## config.mk

```make
export PLATFORM = sky130hd
export DESIGN_NAME = multi_channel_pwm_runt_suppress_unit
export DESIGN_NICKNAME = d
export VERILOG_FILES = /design/src/mcpwm_pkg.sv /design/src/mcpwm_duty.sv /design/src/multi_channel_pwm_runt_suppress_unit.sv
export VERILOG_INCLUDE_DIRS = /design/src /design/src/src
export SDC_FILE = /design/constraint.sdc
export NUM_CORES = 1
export LEC_CHECK = 0
export ABC_AREA = 1
export BUFFER_PORTS_ARGS = -buffer_cell sky130_fd_sc_hd__buf_2
export CAP_MARGIN = 15
export CORE_AREA = 2 2 157 312
export CTS_BUF_LIST = sky130_fd_sc_hd__clkbuf_8 sky130_fd_sc_hd__clkbuf_16
export DETAILED_ROUTE_END_ITERATION = 10
export DIE_AREA = 0 0 159 314
export PLACE_DENSITY = 0.53
export SLEW_MARGIN = 20
export SYNTH_ARGS = -nofsm -noshare
export SYNTH_HDL_FRONTEND = slang
export SYNTH_SLANG_ARGS = --single-unit
export TNS_END_PERCENT = 50
```

## constraint.sdc

```tcl
create_clock -name clk -period 9 [get_ports clk]
set_input_delay 0.45 -clock clk [delete_from_list [all_inputs] [get_ports clk]]
set_output_delay 0.45 -clock clk [all_outputs]
set_load 0.03 [all_outputs]
```

## src/multi_channel_pwm_runt_suppress_unit_assert.svh

```systemverilog
// Assertion macros for the PWM unit. Each check is clocked on clk and is
// switched off while rst is high.
`ifndef MULTI_CHANNEL_PWM_RUNT_SUPPRESS_UNIT_ASSERT_SVH
`define MULTI_CHANNEL_PWM_RUNT_SUPPRESS_UNIT_ASSERT_SVH

`ifndef NO_ASSERTIONS

// Check that a property holds at every edge.
`define MCPWM_ASSERT(label, prop, msg) \
  label: assert property (@(posedge clk) disable iff (rst) (prop)) else $error(msg);

// Check that a condition at one edge implies another at the next edge.
`define MCPWM_ASSERT_NEXT(label, ante, cons, msg) \
  label: assert property (@(posedge clk) disable iff (rst) (ante) |=> (cons)) else $error(msg);

`else

`define MCPWM_ASSERT(label, prop, msg)
`define MCPWM_ASSERT_NEXT(label, ante, cons, msg)

`endif

`endif

```

## src/mcpwm_pkg.sv

```systemverilog
`timescale 1ns / 1ps

package mcpwm_pkg;

  // Timer quanta of 4 us in one millisecond.
  localparam int unsigned QUANTA_PER_MS = 1000 / 4;
  // A duty of this many percent or more is steady on.
  localparam int unsigned PERCENT_FULL = 100;
  // Pulses shorter than this many counts are suppressed.
  localparam int unsigned RUNT_LIMIT = 25;

  // period * pct / 100 = pwm_period * pct * 250 / 100 = pwm_period * pct * 5 / 2.
  // The scale factor is exact because 2 * 250 is a multiple of 100.
  localparam int unsigned DUTY_SHIFT = 1;
  localparam int unsigned DUTY_NUM = (QUANTA_PER_MS << DUTY_SHIFT) / PERCENT_FULL;

  localparam int unsigned NUM_CHANNELS_DEFAULT = 6;

  localparam int unsigned PERIOD_W = 8;
  localparam int unsigned CHANNEL_W = 3;
  localparam int unsigned PERCENT_W = 8;
  localparam int unsigned COUNT_W = 16;

  // Request kinds.
  typedef enum logic [0:0] {
    REQ_SET  = 1'b0,
    REQ_TICK = 1'b1
  } req_t;

endpackage

```

## src/mcpwm_duty.sv

```systemverilog
`timescale 1ns / 1ps

// Converts a duty percentage into a compare count, with runt suppression.
module mcpwm_duty (
  input  logic [mcpwm_pkg::PERIOD_W-1:0]  pwm_period,
  input  logic [mcpwm_pkg::PERCENT_W-1:0] duty_percent,
  output logic [mcpwm_pkg::COUNT_W-1:0]   period_count,
  output logic [mcpwm_pkg::COUNT_W-1:0]   compare_count
);

  logic [6:0]  pct_small;
  logic [14:0] prod;
  logic [17:0] scaled;
  logic [17:0] raw;
  logic [17:0] period_wide;

  // Period in timer quanta.
  assign period_count = 16'(16'(pwm_period) * 16'(mcpwm_pkg::QUANTA_PER_MS));
  assign period_wide  = 18'(period_count);

  // Only percentages below 100 reach the scaled path, so seven bits suffice.
  assign pct_small = duty_percent[6:0];
  assign prod      = 15'(pwm_period) * 15'(pct_small);
  assign scaled    = 18'(prod) * 18'(mcpwm_pkg::DUTY_NUM);
  assign raw       = scaled >> mcpwm_pkg::DUTY_SHIFT;

  // Off, fully on, or the scaled count with short pulses forced to a rail.
  always_comb begin
    priority if (duty_percent == '0) begin
      compare_count = '0;
    end else if (duty_percent >= 8'(mcpwm_pkg::PERCENT_FULL)) begin
      compare_count = period_count;
    end else if (raw < 18'(mcpwm_pkg::RUNT_LIMIT)) begin
      compare_count = '0;
    end else if (raw + 18'(mcpwm_pkg::RUNT_LIMIT) > period_wide) begin
      compare_count = period_count;
    end else begin
      compare_count = raw[15:0];
    end
  end

endmodule

```

## src/multi_channel_pwm_runt_suppress_unit.sv

```systemverilog
// Channel   Direction  Handshake             Payload
// in        input      in_valid / in_stall   req_type, channel, duty_percent
// out       output     out_valid / out_stall pwm_levels, applied_count
// cfg       input      cfg_we                cfg_wdata (period in ms)
//
// One request enters every cycle unless a stalled result holds the input register.
// A request waits in the input register, and the duty conversion, counter step and
// compare loads happen as it moves into the result register.
// A stalled result holds the input register, which then stalls the input side.
// rst is synchronous and clears the period, counter, compare values and pending flags.
`timescale 1ns / 1ps

module multi_channel_pwm_runt_suppress_unit #(
  parameter int unsigned NUM_CHANNELS = mcpwm_pkg::NUM_CHANNELS_DEFAULT
) (
  input  logic                              clk,
  input  logic                              rst,
  input  logic                              in_valid,
  output logic                              in_stall,
  input  logic                              req_type,
  input  logic [mcpwm_pkg::CHANNEL_W-1:0]   channel,
  input  logic [mcpwm_pkg::PERCENT_W-1:0]   duty_percent,
  output logic                              out_valid,
  input  logic                              out_stall,
  output logic [NUM_CHANNELS-1:0]           pwm_levels,
  output logic [mcpwm_pkg::COUNT_W-1:0]     applied_count,
  input  logic                              cfg_we,
  input  logic [mcpwm_pkg::PERIOD_W-1:0]    cfg_wdata
);

`include "multi_channel_pwm_runt_suppress_unit_assert.svh"

  // Configuration and timer state.
  logic [mcpwm_pkg::PERIOD_W-1:0]    pwm_period;
  logic [mcpwm_pkg::COUNT_W-1:0]     period_counter;
  logic [mcpwm_pkg::COUNT_W-1:0]     period_counter_next;
  logic [mcpwm_pkg::COUNT_W-1:0]     active_compare [NUM_CHANNELS];
  logic [mcpwm_pkg::COUNT_W-1:0]     active_compare_next [NUM_CHANNELS];
  logic [mcpwm_pkg::COUNT_W-1:0]     pending_compare [NUM_CHANNELS];
  logic [mcpwm_pkg::COUNT_W-1:0]     pending_compare_next [NUM_CHANNELS];
  logic [NUM_CHANNELS-1:0]           pending_valid;
  logic [NUM_CHANNELS-1:0]           pending_valid_next;

  // Input register.
  logic                              s1_valid;
  mcpwm_pkg::req_t                   s1_req;
  logic [mcpwm_pkg::CHANNEL_W-1:0]   s1_channel;
  logic [mcpwm_pkg::PERCENT_W-1:0]   s1_percent;

  logic                              in_accept;
  logic                              advance;
  logic [mcpwm_pkg::COUNT_W-1:0]     period_count;
  logic [mcpwm_pkg::COUNT_W-1:0]     compare_count;
  logic [mcpwm_pkg::COUNT_W-1:0]     applied_next;
  logic [NUM_CHANNELS-1:0]           levels_next;
  logic                              at_boundary;

  // The held request moves on when the result register is free or being taken.
  assign advance   = s1_valid && (!out_valid || !out_stall);
  assign in_stall  = s1_valid && !advance;
  assign in_accept = in_valid && !in_stall;

  // Input register.
  always_ff @(posedge clk) begin
    if (rst) begin
      s1_valid <= 1'b0;
    end else if (in_accept) begin
      s1_valid <= 1'b1;
    end else if (advance) begin
      s1_valid <= 1'b0;
    end
  end

  always_ff @(posedge clk) begin
    if (in_accept) begin
      s1_req     <= mcpwm_pkg::req_t'(req_type);
      s1_channel <= channel;
      s1_percent <= duty_percent;
    end
  end

  mcpwm_duty u_duty (
    .pwm_period    (pwm_period),
    .duty_percent  (s1_percent),
    .period_count  (period_count),
    .compare_count (compare_count)
  );

  // The counter wraps at the end of the period, and at once when the period is zero.
  assign at_boundary = (period_count == '0) ||
                       (17'(period_counter) + 17'd1 >= 17'(period_count));

  // Next timer state for the held request.
  always_comb begin
    period_counter_next  = period_counter;
    active_compare_next  = active_compare;
    pending_compare_next = pending_compare;
    pending_valid_next   = pending_valid;
    applied_next         = '0;
    unique case (s1_req)
      mcpwm_pkg::REQ_SET: begin
        applied_next = compare_count;
        for (int n = 0; n < NUM_CHANNELS; n++) begin
          if (s1_channel == mcpwm_pkg::CHANNEL_W'(n)) begin
            pending_compare_next[n] = compare_count;
            pending_valid_next[n]   = 1'b1;
          end
        end
      end
      mcpwm_pkg::REQ_TICK: begin
        if (at_boundary) begin
          period_counter_next = '0;
          for (int n = 0; n < NUM_CHANNELS; n++) begin
            if (pending_valid[n]) begin
              active_compare_next[n] = pending_compare[n];
            end
          end
          pending_valid_next = '0;
        end else begin
          period_counter_next = period_counter + 16'd1;
        end
      end
      default: begin
        applied_next = '0;
      end
    endcase
  end

  // Channel levels after this request.
  always_comb begin
    for (int n = 0; n < NUM_CHANNELS; n++) begin
      levels_next[n] = period_counter_next < active_compare_next[n];
    end
  end

  // Period register and counter; a period write restarts the counter.
  always_ff @(posedge clk) begin
    if (rst) begin
      pwm_period     <= '0;
      period_counter <= '0;
    end else if (cfg_we) begin
      pwm_period     <= cfg_wdata;
      period_counter <= '0;
    end else if (advance) begin
      period_counter <= period_counter_next;
    end
  end

  // Compare registers and pending flags.
  always_ff @(posedge clk) begin
    if (rst) begin
      pending_valid <= '0;
      for (int n = 0; n < NUM_CHANNELS; n++) begin
        active_compare[n]  <= '0;
        pending_compare[n] <= '0;
      end
    end else if (advance) begin
      pending_valid   <= pending_valid_next;
      active_compare  <= active_compare_next;
      pending_compare <= pending_compare_next;
    end
  end

  // Result register.
  always_ff @(posedge clk) begin
    if (rst) begin
      out_valid <= 1'b0;
    end else if (advance) begin
      out_valid <= 1'b1;
    end else if (!out_stall) begin
      out_valid <= 1'b0;
    end
  end

  always_ff @(posedge clk) begin
    if (advance) begin
      pwm_levels    <= levels_next;
      applied_count <= applied_next;
    end
  end

  // The counter never runs past the end of a nonzero period.
  `MCPWM_ASSERT(a_counter_in_period,
                (period_counter == '0) || (period_counter < period_count),
                "period counter outside period")
  // A tick that reaches the boundary leaves no load pending.
  `MCPWM_ASSERT_NEXT(a_boundary_loads,
                     advance && (s1_req == mcpwm_pkg::REQ_TICK) && at_boundary,
                     pending_valid == '0, "pending compare not loaded at boundary")
  // Every request that moves on produces a result.
  `MCPWM_ASSERT_NEXT(a_advance_result, advance, out_valid, "request advanced without a result")

endmodule

```

==> impl_metrics.yaml <==
status:
  status: "completed"
global_route:
  top_usage_layer: "met2"
  grt_use_met3_pct: 1.69
  antenna_found_initial: 0
  gr-total-overflow: 0
  grtUsageTotal_pct: 21.5
  use_met1_pct: 21.1
  grt_start_max_net_pins: 89
  use_met2_pct: 43.6
  grt_pass1_wl_mm: 84.9
  grt_pass1_vias: 16000
floorplan:
  dieArea_mm2: 0.0499
  dieWidth_um: 159
  rows: 113
  ios: 49
  core_mm2: 0.0475
  die_height_um: 314
  start_util_pct: 39.5
pwr:
  power.total_mw: 5.47
  leakagePower_nw: 10.7
  ir_drop_v: 0.000192
  powerDensity_mw_per_mm2: 266
final_layout:
  nets: 2650
  final_cell_area_mm2: 0.0205
  final_cell_mix: "nand2_1 (465), inv_1 (341), dfxtp_1 (224)"
  final_core_util_pct: 43.2
  insertedDiodeCount: 0
  areaGrowthSynthToFinish_pct: 9.46
  final.fill_count: 4894
  drive_gt1_share_pct: 12.1
  final_common_cell: "nand2_1"
clocking:
  clk_pin_slew_ps: 60
  cts_tree: "yes"
  clock_path_buffers: 3
  root_buffer: "clkbuf_16"
  cts_hold_buffers: 0
  insertion_delay_ps: 570
  cts_sinks: 258
  h-tree-depth: 1
  cts_made_buffers: 27
min_path:
  hold_class: "in -> reg"
drt:
  vias_per_cell: 5.16
  drt_wl_total_mm: 53.7
  remaining_drc_errors: 0
  drt_iter0_markers: 703
  ant_nets: 0
  firstDrtPassIters: 5
  avgRoutedWirePerCell_um: 17.8
  via_count: 15500
worst_setup_path:
  path_max_fanout: 10
  start_kind: "flop"
  worstPathRequired_ps: 9290
  critPathArrivalTime_ps: 8670
  crit_top_cell: "inv_1"
  max_stage_delay_ps: 530
  critPathKind: "reg -> reg"
  slowest_stage: "edfxtp_1"
  crit_path_end_kind: "flop"
timing:
  clock.fmax_mhz: 119
  setup_viol: 0
  hold_slack_ps: 57.5
  tns_ps: 0
  slew_violations: 0
  rsz0062_at_grt: "no"
  hold_viol_final: 0
  tightest_slew_ps: 1170
  fin_crit_ps: 8380
  clock_skew_ps: 32.2
  period_share_pct: 93.1
  slew_headroom_pct: 21.5
yosys:
  ys_warn_count: 0
  synthesis.nets: 2635
  ys_seq_area_share_pct: 29.3
  synthFlopType: "dfxtp_1"
  synthArstFlopShare_pct: 0
  synth_edf_count: 34
  syn-cell-area_mm2: 0.0188
  syn_avg_cell_area_um2: 8.01
  synthDistinctLibCells: 55
  synthCells: 2342
  ys_seq_elements: 258
placement:
  dpl_cell_area_mm2: 0.0196
  routabilityCongestion: 0.907
  hpwlAfterDp_mm: 40.9
  portBuffers: 48
flow_run:
  cap_violations: 0
-- critical path: cells and delay by family, from the launching register on --
kind | cells | cell delay, ps
and+or+nand+nor | 15 | 2140
AOI/OAI and AO/OA | 5 | 960
DFF | 1 | 530
xor gates and xnor gates | 3 | 580
buffers and inverters | 7 | 550
adders and majority gates | 8 | 3330
-- sequential cells by signal, indices dropped and copies added, names as in the netlist --
register and cells:
s1_req 1, active_compare 96, period_counter 16, s1_channel 3
pwm_period 8, pending_compare 96, out_valid 1, s1_percent 8
pending_valid 6, applied_count 16, s1_valid 1, pwm_levels 6
-- Yosys cell counts, drive strengths merged (5+ instances only) --
| library cell | number | area, um^2 |
|---|---|---|
| nor2 | 135 | 529 |
| nand4 | 42 | 282 |
| xor2 | 35 | 367 |
| clkbuf | 80 | 300 |
| o221ai | 5 | 43.8 |
| o21ai | 140 | 704 |
| a211oi | 12 | 90.1 |
| xnor2 | 8 | 77.6 |
| mux2i | 90 | 1010 |
| buf | 20 | 174 |
| fa | 52 | 1040 |
| dfxtp | 224 | 4480 |
| nand3b | 6 | 45.0 |
| ha | 216 | 2700 |
| o211ai | 92 | 691 |
| a21oi | 206 | 1240 |
| inv | 341 | 1280 |
| nand2 | 501 | 2060 |
| nor3 | 13 | 65.1 |
| nand3 | 62 | 360 |
| edfxtp | 34 | 1020 |
-- per-stage QoR --
| step | instances | setup slack (ps) |
|---|---|---|
| floorplan | 2342 | 1220 |
| global placement | 2960 | 690 |
| detailed placement | 2960 | 453 |
| CTS | 3010 | 428 |
| global route | 3010 | 38.0 |
| finish | 3010 | 620 |
-- report_power, final --
part	leakage [nW]	switching (mW)	internal (mW)
clock	0.461	0.506	0.645
sequential	2.15	0.0397	1.24
combinational	8.11	2.05	0.990
total	10.7	2.59	2.87
-- final timing paths --
kind,from,to,slack [ps],depth (start not counted)
worst max register to register,s1_percent[3]$_DFFE_PP_,applied_count[9]$_SDFFCE_PP0P_,620,38
worst min register to register,pending_valid[4]$_SDFFE_PP0P_,pending_valid[4]$_SDFFE_PP0P_,470,2
worst max-delay path,s1_percent[3]$_DFFE_PP_,applied_count[9]$_SDFFCE_PP0P_,620,38
worst min-delay path,duty_percent[2],s1_percent[2]$_DFFE_PP_,60,1
-- layer usage --
metal | up-vias | share of wire, %
met2 | 288 | 55
met4 | 0 | 6.1
li1 | 7800 | -
met1 | 7314 | 36
met5 | - | 0
met3 | 130 | 2.6
-- cells by family (layout without fill, tap and decap cells) --
| logic type | Yosys count | in the layout | share of synthesized area [%] |
|---|---|---|---|
| muxes | 90 | 90 | 5.40 |
| buffers and inverters | 445 | 481 | 9.43 |
| and+or+nand+nor | 767 | 767 | 18.1 |
| xor gates and xnor gates | 43 | 43 | 2.37 |
| AOI/OAI and AO/OA | 471 | 471 | 15.4 |
| DFF | 258 | 258 | 29.3 |
| adders and majority gates | 268 | 268 | 20.0 |
-- layout make-up --
class / count / area, um^2 / share of cell area, %
Multi-Input combinational cell: 1639 / 11500 / 56.1
Sequential cell: 258 / 5510 / 26.8
Inverter: 345 / 1300 / 6.32
Tap cell: 632 / 791 / 3.85
Clock buffer: 31 / 731 / 3.56
Timing Repair Buffer: 86 / 526 / 2.56
Clock inverter: 19 / 166 / 0.810
-- timing repair --
action | in CTS | in global routing
setup buffers | 0 | 0
hold endpoints to repair | 0 | 0
endpoints found under the setup margin | 0 | 82
gates resized for setup | 0 | 5
(Power assumes the default switching activity.)
